### config.mk
export PLATFORM = sky130hd
export DESIGN_NAME = last_ctrl
export DESIGN_NICKNAME = d
export VERILOG_FILES = /design/src/rtl/core/line_address_set_table_assert.svh /design/src/rtl/core/last_pkg.sv /design/src/rtl/core/last_ctrl.sv
export SDC_FILE = /design/constraint.sdc
export NUM_CORES = 1
export LEC_CHECK = 0
export ABC_AREA = 0
export BUFFER_PORTS_ARGS = -buffer_cell sky130_fd_sc_hd__buf_2
export CAP_MARGIN = 20
export CORE_AREA = 3 3 40 42
export DETAILED_ROUTE_END_ITERATION = 7
export DIE_AREA = 0 0 43 45
export HOLD_SLACK_MARGIN = 0.15
export PLACE_DENSITY_LB_ADDON = 0.12
export SLEW_MARGIN = 40
export SYNTH_ARGS = -nofsm -noshare
export SYNTH_HDL_FRONTEND = slang
export SYNTH_SLANG_ARGS = --single-unit
export TNS_END_PERCENT = 50
### constraint.sdc
create_clock -name aclk -period 2 [get_ports aclk]
set_clock_uncertainty 0.15 [all_clocks]
set_input_delay 0 -clock aclk [delete_from_list [all_inputs] [get_ports aclk]]
set_output_delay 0 -clock aclk [all_outputs]
set_load 0.05 [all_outputs]
### src/rtl/core/line_address_set_table_assert.svh
// Assertion macros shared by the line address set table RTL
`ifndef LINE_ADDRESS_SET_TABLE_ASSERT_SVH
`define LINE_ADDRESS_SET_TABLE_ASSERT_SVH

// Same-cycle implication, checked out of reset
`define LAST_ASSERT_NOW(label, ante, cons) \
    label: assert property (@(posedge aclk) disable iff (!aresetn) (ante) |-> (cons)) \
        else $error("line address set table: same-cycle check failed");

// Next-cycle implication, checked out of reset
`define LAST_ASSERT_NEXT(label, ante, cons) \
    label: assert property (@(posedge aclk) disable iff (!aresetn) (ante) |=> (cons)) \
        else $error("line address set table: next-cycle check failed");

`endif

### src/rtl/core/last_pkg.sv
// Shared types, codes and widths for the line address set table
package last_pkg;

    // Field widths
    localparam int FUNC_W     = 2;
    localparam int ADDR_W     = 64;
    localparam int POS_W      = 6;
    localparam int STATUS_W   = 2;
    localparam int OCC_W      = 7;
    localparam int SHIFT_W    = 5;

    // Defaults
    localparam int          CAPACITY_DEF     = 64;
    localparam logic [SHIFT_W-1:0] LINE_SHIFT_RESET = 5'd6;

    // Operation codes
    localparam logic [FUNC_W-1:0] FUNC_PUSH   = 2'd0;
    localparam logic [FUNC_W-1:0] FUNC_POP    = 2'd1;
    localparam logic [FUNC_W-1:0] FUNC_POP_AT = 2'd2;
    localparam logic [FUNC_W-1:0] FUNC_LOOKUP = 2'd3;

    // Status codes
    localparam logic [STATUS_W-1:0] ST_OK     = 2'd0;
    localparam logic [STATUS_W-1:0] ST_FULL   = 2'd1;
    localparam logic [STATUS_W-1:0] ST_EMPTY  = 2'd2;
    localparam logic [STATUS_W-1:0] ST_BADIDX = 2'd3;

    // Read address selects
    localparam logic [1:0] RD_ZERO = 2'd0;
    localparam logic [1:0] RD_LAST = 2'd1;
    localparam logic [1:0] RD_POS  = 2'd2;
    localparam logic [1:0] RD_NEXT = 2'd3;

    // Controller to datapath
    typedef struct packed {
        logic       start;
        logic       rd_en;
        logic [1:0] rd_sel;
        logic       take_value;
        logic       move;
        logic       step;
        logic       set_found;
        logic       dec_count;
        logic       load_out;
    } ctrl_cmd_t;

    // Datapath to controller
    typedef struct packed {
        logic [FUNC_W-1:0] in_func;
        logic              in_err;
        logic              empty;
        logic              last;
        logic              hit;
    } dp_stat_t;

endpackage

### src/rtl/core/last_ctrl.sv
// Controller: sequences push, pop, compaction and line scan
module last_ctrl (
    input  logic                aclk,
    input  logic                aresetn,
    input  logic                s_valid,
    output logic                s_ready,
    output logic                m_valid,
    input  logic                m_ready,
    input  last_pkg::dp_stat_t  stat,
    output last_pkg::ctrl_cmd_t cmd
);

    localparam logic [2:0] S_IDLE  = 3'd0;
    localparam logic [2:0] S_POP   = 3'd1;
    localparam logic [2:0] S_POPI  = 3'd2;
    localparam logic [2:0] S_SHIFT = 3'd3;
    localparam logic [2:0] S_SCAN  = 3'd4;
    localparam logic [2:0] S_FIN   = 3'd5;

    logic [2:0] state_reg, state_next;
    logic       m_valid_reg, m_valid_next;

    assign s_ready = (state_reg == S_IDLE);
    assign m_valid = m_valid_reg;

    // Next state and commands
    always_comb begin
        state_next = state_reg;
        cmd        = '0;
        case (state_reg)
            S_IDLE: begin
                if (s_valid) begin
                    cmd.start = 1'b1;
                    if (stat.in_err) begin
                        state_next = S_FIN;
                    end else begin
                        case (stat.in_func)
                            last_pkg::FUNC_PUSH: begin
                                state_next = S_FIN;
                            end
                            last_pkg::FUNC_POP: begin
                                cmd.rd_en  = 1'b1;
                                cmd.rd_sel = last_pkg::RD_LAST;
                                state_next = S_POP;
                            end
                            last_pkg::FUNC_POP_AT: begin
                                cmd.rd_en  = 1'b1;
                                cmd.rd_sel = last_pkg::RD_POS;
                                state_next = S_POPI;
                            end
                            default: begin
                                if (stat.empty) begin
                                    state_next = S_FIN;
                                end else begin
                                    cmd.rd_en  = 1'b1;
                                    cmd.rd_sel = last_pkg::RD_ZERO;
                                    state_next = S_SCAN;
                                end
                            end
                        endcase
                    end
                end
            end
            S_POP: begin
                cmd.take_value = 1'b1;
                cmd.dec_count  = 1'b1;
                state_next     = S_FIN;
            end
            S_POPI: begin
                cmd.take_value = 1'b1;
                if (stat.last) begin
                    cmd.dec_count = 1'b1;
                    state_next    = S_FIN;
                end else begin
                    cmd.rd_en  = 1'b1;
                    cmd.rd_sel = last_pkg::RD_NEXT;
                    cmd.step   = 1'b1;
                    state_next = S_SHIFT;
                end
            end
            S_SHIFT: begin
                // move the entry just read down one place
                cmd.move = 1'b1;
                if (stat.last) begin
                    cmd.dec_count = 1'b1;
                    state_next    = S_FIN;
                end else begin
                    cmd.rd_en  = 1'b1;
                    cmd.rd_sel = last_pkg::RD_NEXT;
                    cmd.step   = 1'b1;
                end
            end
            S_SCAN: begin
                if (stat.hit) begin
                    cmd.set_found = 1'b1;
                    state_next    = S_FIN;
                end else if (stat.last) begin
                    state_next = S_FIN;
                end else begin
                    cmd.rd_en  = 1'b1;
                    cmd.rd_sel = last_pkg::RD_NEXT;
                    cmd.step   = 1'b1;
                end
            end
            S_FIN: begin
                if (!m_valid_reg || m_ready) begin
                    cmd.load_out = 1'b1;
                    state_next   = S_IDLE;
                end
            end
            default: begin
                state_next = S_IDLE;
            end
        endcase
    end

    // Output valid
    always_comb begin
        m_valid_next = m_valid_reg;
        if (cmd.load_out) begin
            m_valid_next = 1'b1;
        end else if (m_ready) begin
            m_valid_next = 1'b0;
        end
    end

    always_ff @(posedge aclk) begin
        if (!aresetn) begin
            state_reg   <= S_IDLE;
            m_valid_reg <= 1'b0;
        end else begin
            state_reg   <= state_next;
            m_valid_reg <= m_valid_next;
        end
    end

endmodule

==> results.json <==
{
  "p_per_area_nw_per_um2": 624.7,
  "ir_drop_uv": 227.2,
  "synth_area_per_cell_um2": 8.735,
  "final_area_um2": 676.9,
  "hpwl_um": 755.5,
  "cp_data_required_time_ns": 1.85,
  "grt_pass1_wl_um": 1656,
  "tightest_slew_ns": 0.3614,
  "synth_nets": 69,
  "grt_pass1_vias": 399,
  "layout_min_cycle_time_ns": 1.910,
  "die_h_um": 45,
  "synth-seq-area-share_pct": 16.98,
  "min_path_type": "input pin to flip-flop",
  "drt_iter0_markers": 9,
  "io_buffers": 21,
  "cp.arrival_ns": 1.76,
  "drc_errors": 0,
  "maxCapViolations": 0,
  "routed_wl_um": 1047,
  "cp_max_fo": 11,
  "root_buffer": "clkbuf_4",
  "clock.fmax_mhz": 523.6,
  "synthTopCellsByArea": "dfxtp_1 17%, ha_1 13%, a21o_1 4.8%",
  "leakage_nw": 0.3532,
  "power.total_mw": 0.4229,
  "insertion_delay_ns": 0.23,
  "finish.utilization_pct": 52.68,
  "cp-start-kind": "flip-flop",
  "holdPathEnd": "state_reg[1]",
  "cts_tree": "yes",
  "firstDrtPassIters": 4,
  "largest_reg_flops": 3,
  "dpl_cell_area_um2": 560.5,
  "die-area_um2": 1935,
  "fin_hold_ws_ns": 0.1750,
  "start_util_pct": 36.71,
  "rsz0062_at_grt": "false",
  "endpoint_kind": "primary output",
  "grt_antenna_before_repair": 0,
  "hold_viol": 0,
  "cts_buffers": 3,
  "design.core.area_um2": 1285,
  "dp_slack_ns": 0.3136,
  "synth_edf_count": 0,
  "htreeDepth": 1,
  "post_cts_buffers": 0,
  "routedWlPerCell_um": 10.68,
  "antenna_cells": 0,
  "whs_path_depth": 4,
  "clk_path_buf_depth": 2,
  "r2r-end": "state_reg[1]",
  "yosys_most_used_dff": "dfxtp_1",
  "setup_viol": 0,
  "relSlewSlack_pct": 75.88,
  "synth-seq-cells": 4,
  "synth.largest_area_cell": "dfxtp_1",
  "fillCellCount": 130,
  "r2r_start": "state_reg[1]",
  "pin_count": 22,
  "synth_common_cells": "5 x ha_1, 5 x inv_1, 4 x dfxtp_1, 4 x nor2_1",
  "path_class": "flip-flop to primary output",
  "rows": 13,
  "synth_cells": 54,
  "hp-start": "stat[5]",
  "startpoint": "state_reg[1]",
  "synth_cell_types": 32,
  "synth_top_area_share_pct": 16.98,
  "clk_pin_slew_ns": 0.04,
  "ys.warnings.count": 0,
  "globalplace.congestion": 0.6627,
  "synthesis.area_um2": 471.7,
  "die_w_um": 43,
  "antenna_left": 0,
  "grt_overflow": 0,
  "vias_per_cell": 4.857,
  "status": "complete, no violations",
  "tns_ns": 0,
  "final_cells": 98,
  "routed-via-count": 476,
  "synth-async-reset-ratio_pct": 0,
  "fin_crit_sh_pct": 95.50,
  "cts.sinks": 4,
  "numPlacedInstances": 86,
  "setup_slack_ns": 0.09008,
  "rr_worst_depth": 4,
  "drive_above_1_share_pct": 39.76,
  "num-nets-final": 100,
  "area_growth_pct": 43.50,
  "report.final.slew_viol_count": 0,
  "r2r_slack_ns": 0.24,
  "grt.total_usage_pct": 11.40,
  "grt_max_degree": 12
}
[worst max-delay path, stage by stage, from the launching register on]
cell     delay, ns
dfxtp_1       0.40
or4b_4        0.59
a21oi_4       0.19
a21o_1        0.10
buf_2         0.25
[how the worst max path moves through the flow]
stage | to | slack [ns] | depth (start not counted)
6_report | cmd[6] | 0.09 | 4
5_1_grt | cmd[6] | 0.002 | 4
4_1_cts | cmd[6] | 0.06 | 4
3_5_place_dp | cmd[6] | 0.31 | 4
3_3_place_gp | cmd[8] | 0.33 | 4
2_1_floorplan | cmd[6] | 0.12 | 4
[area by class of cell]
type	instances	area [um2]	area share, %
repair buffers	30	197.7	29.21
flip-flops and latches	4	81.33	12.01
inverters	5	18.77	2.773
clock buffers	3	22.52	3.327
well taps	15	18.77	2.773
multi-input cells	41	337.8	49.91
[placed cells by master, fill, tap and decap left out, drive strengths merged, types with 2 or more instances in the layout]
master / instances
a21o: 3
a21oi: 2
buf: 20
clkbuf: 4
dfxtp: 4
dlygate4sd3: 9
ha: 5
inv: 5
nand2b: 2
nor2: 4
nor2b: 3
nor3b: 2
o21ai: 2
o31ai: 2
or3: 2
[cell families after synthesis]
kind of cell / count (synthesis) / share of synthesized area, %
and+or+nand+nor: 21 / 32.36
AOI/OAI and AO/OA: 13 / 22.02
buffers and inverters: 9 / 11.41
adders and majority gates: 5 / 13.26
DFF: 4 / 16.98
xor gates and xnor gates: 1 / 1.857
muxes: 1 / 2.122
[timing repair]
action / CTS / global route
hold buffers: 9 / 0
endpoints found under the hold margin: 4 / 0
gates resized for setup: 0 / 2
endpoints found under the setup margin: 0 / 1
[report_power, final]
| part | switching, mW | leakage [nW] | internal (mW) | total, mW |
|---|---|---|---|---|
| sequential | 0.0176 | 0.0331 | 0.0890 | 0.107 |
| combinational | 0.139 | 0.306 | 0.0790 | 0.218 |
| clock | 0.0311 | 0.0138 | 0.0670 | 0.0981 |
| total | 0.188 | 0.353 | 0.235 | 0.423 |
[layer usage]
layer	up-vias	global-route usage (%)	part of all wire (%)
li1	248	-	-
met1	214	13.22	42
met2	12	20.06	52
met3	2	0	3.7
met4	0	9.036	1.6
met5	-	0	0
No activity file was read; power rests on OpenSTA's default activity.
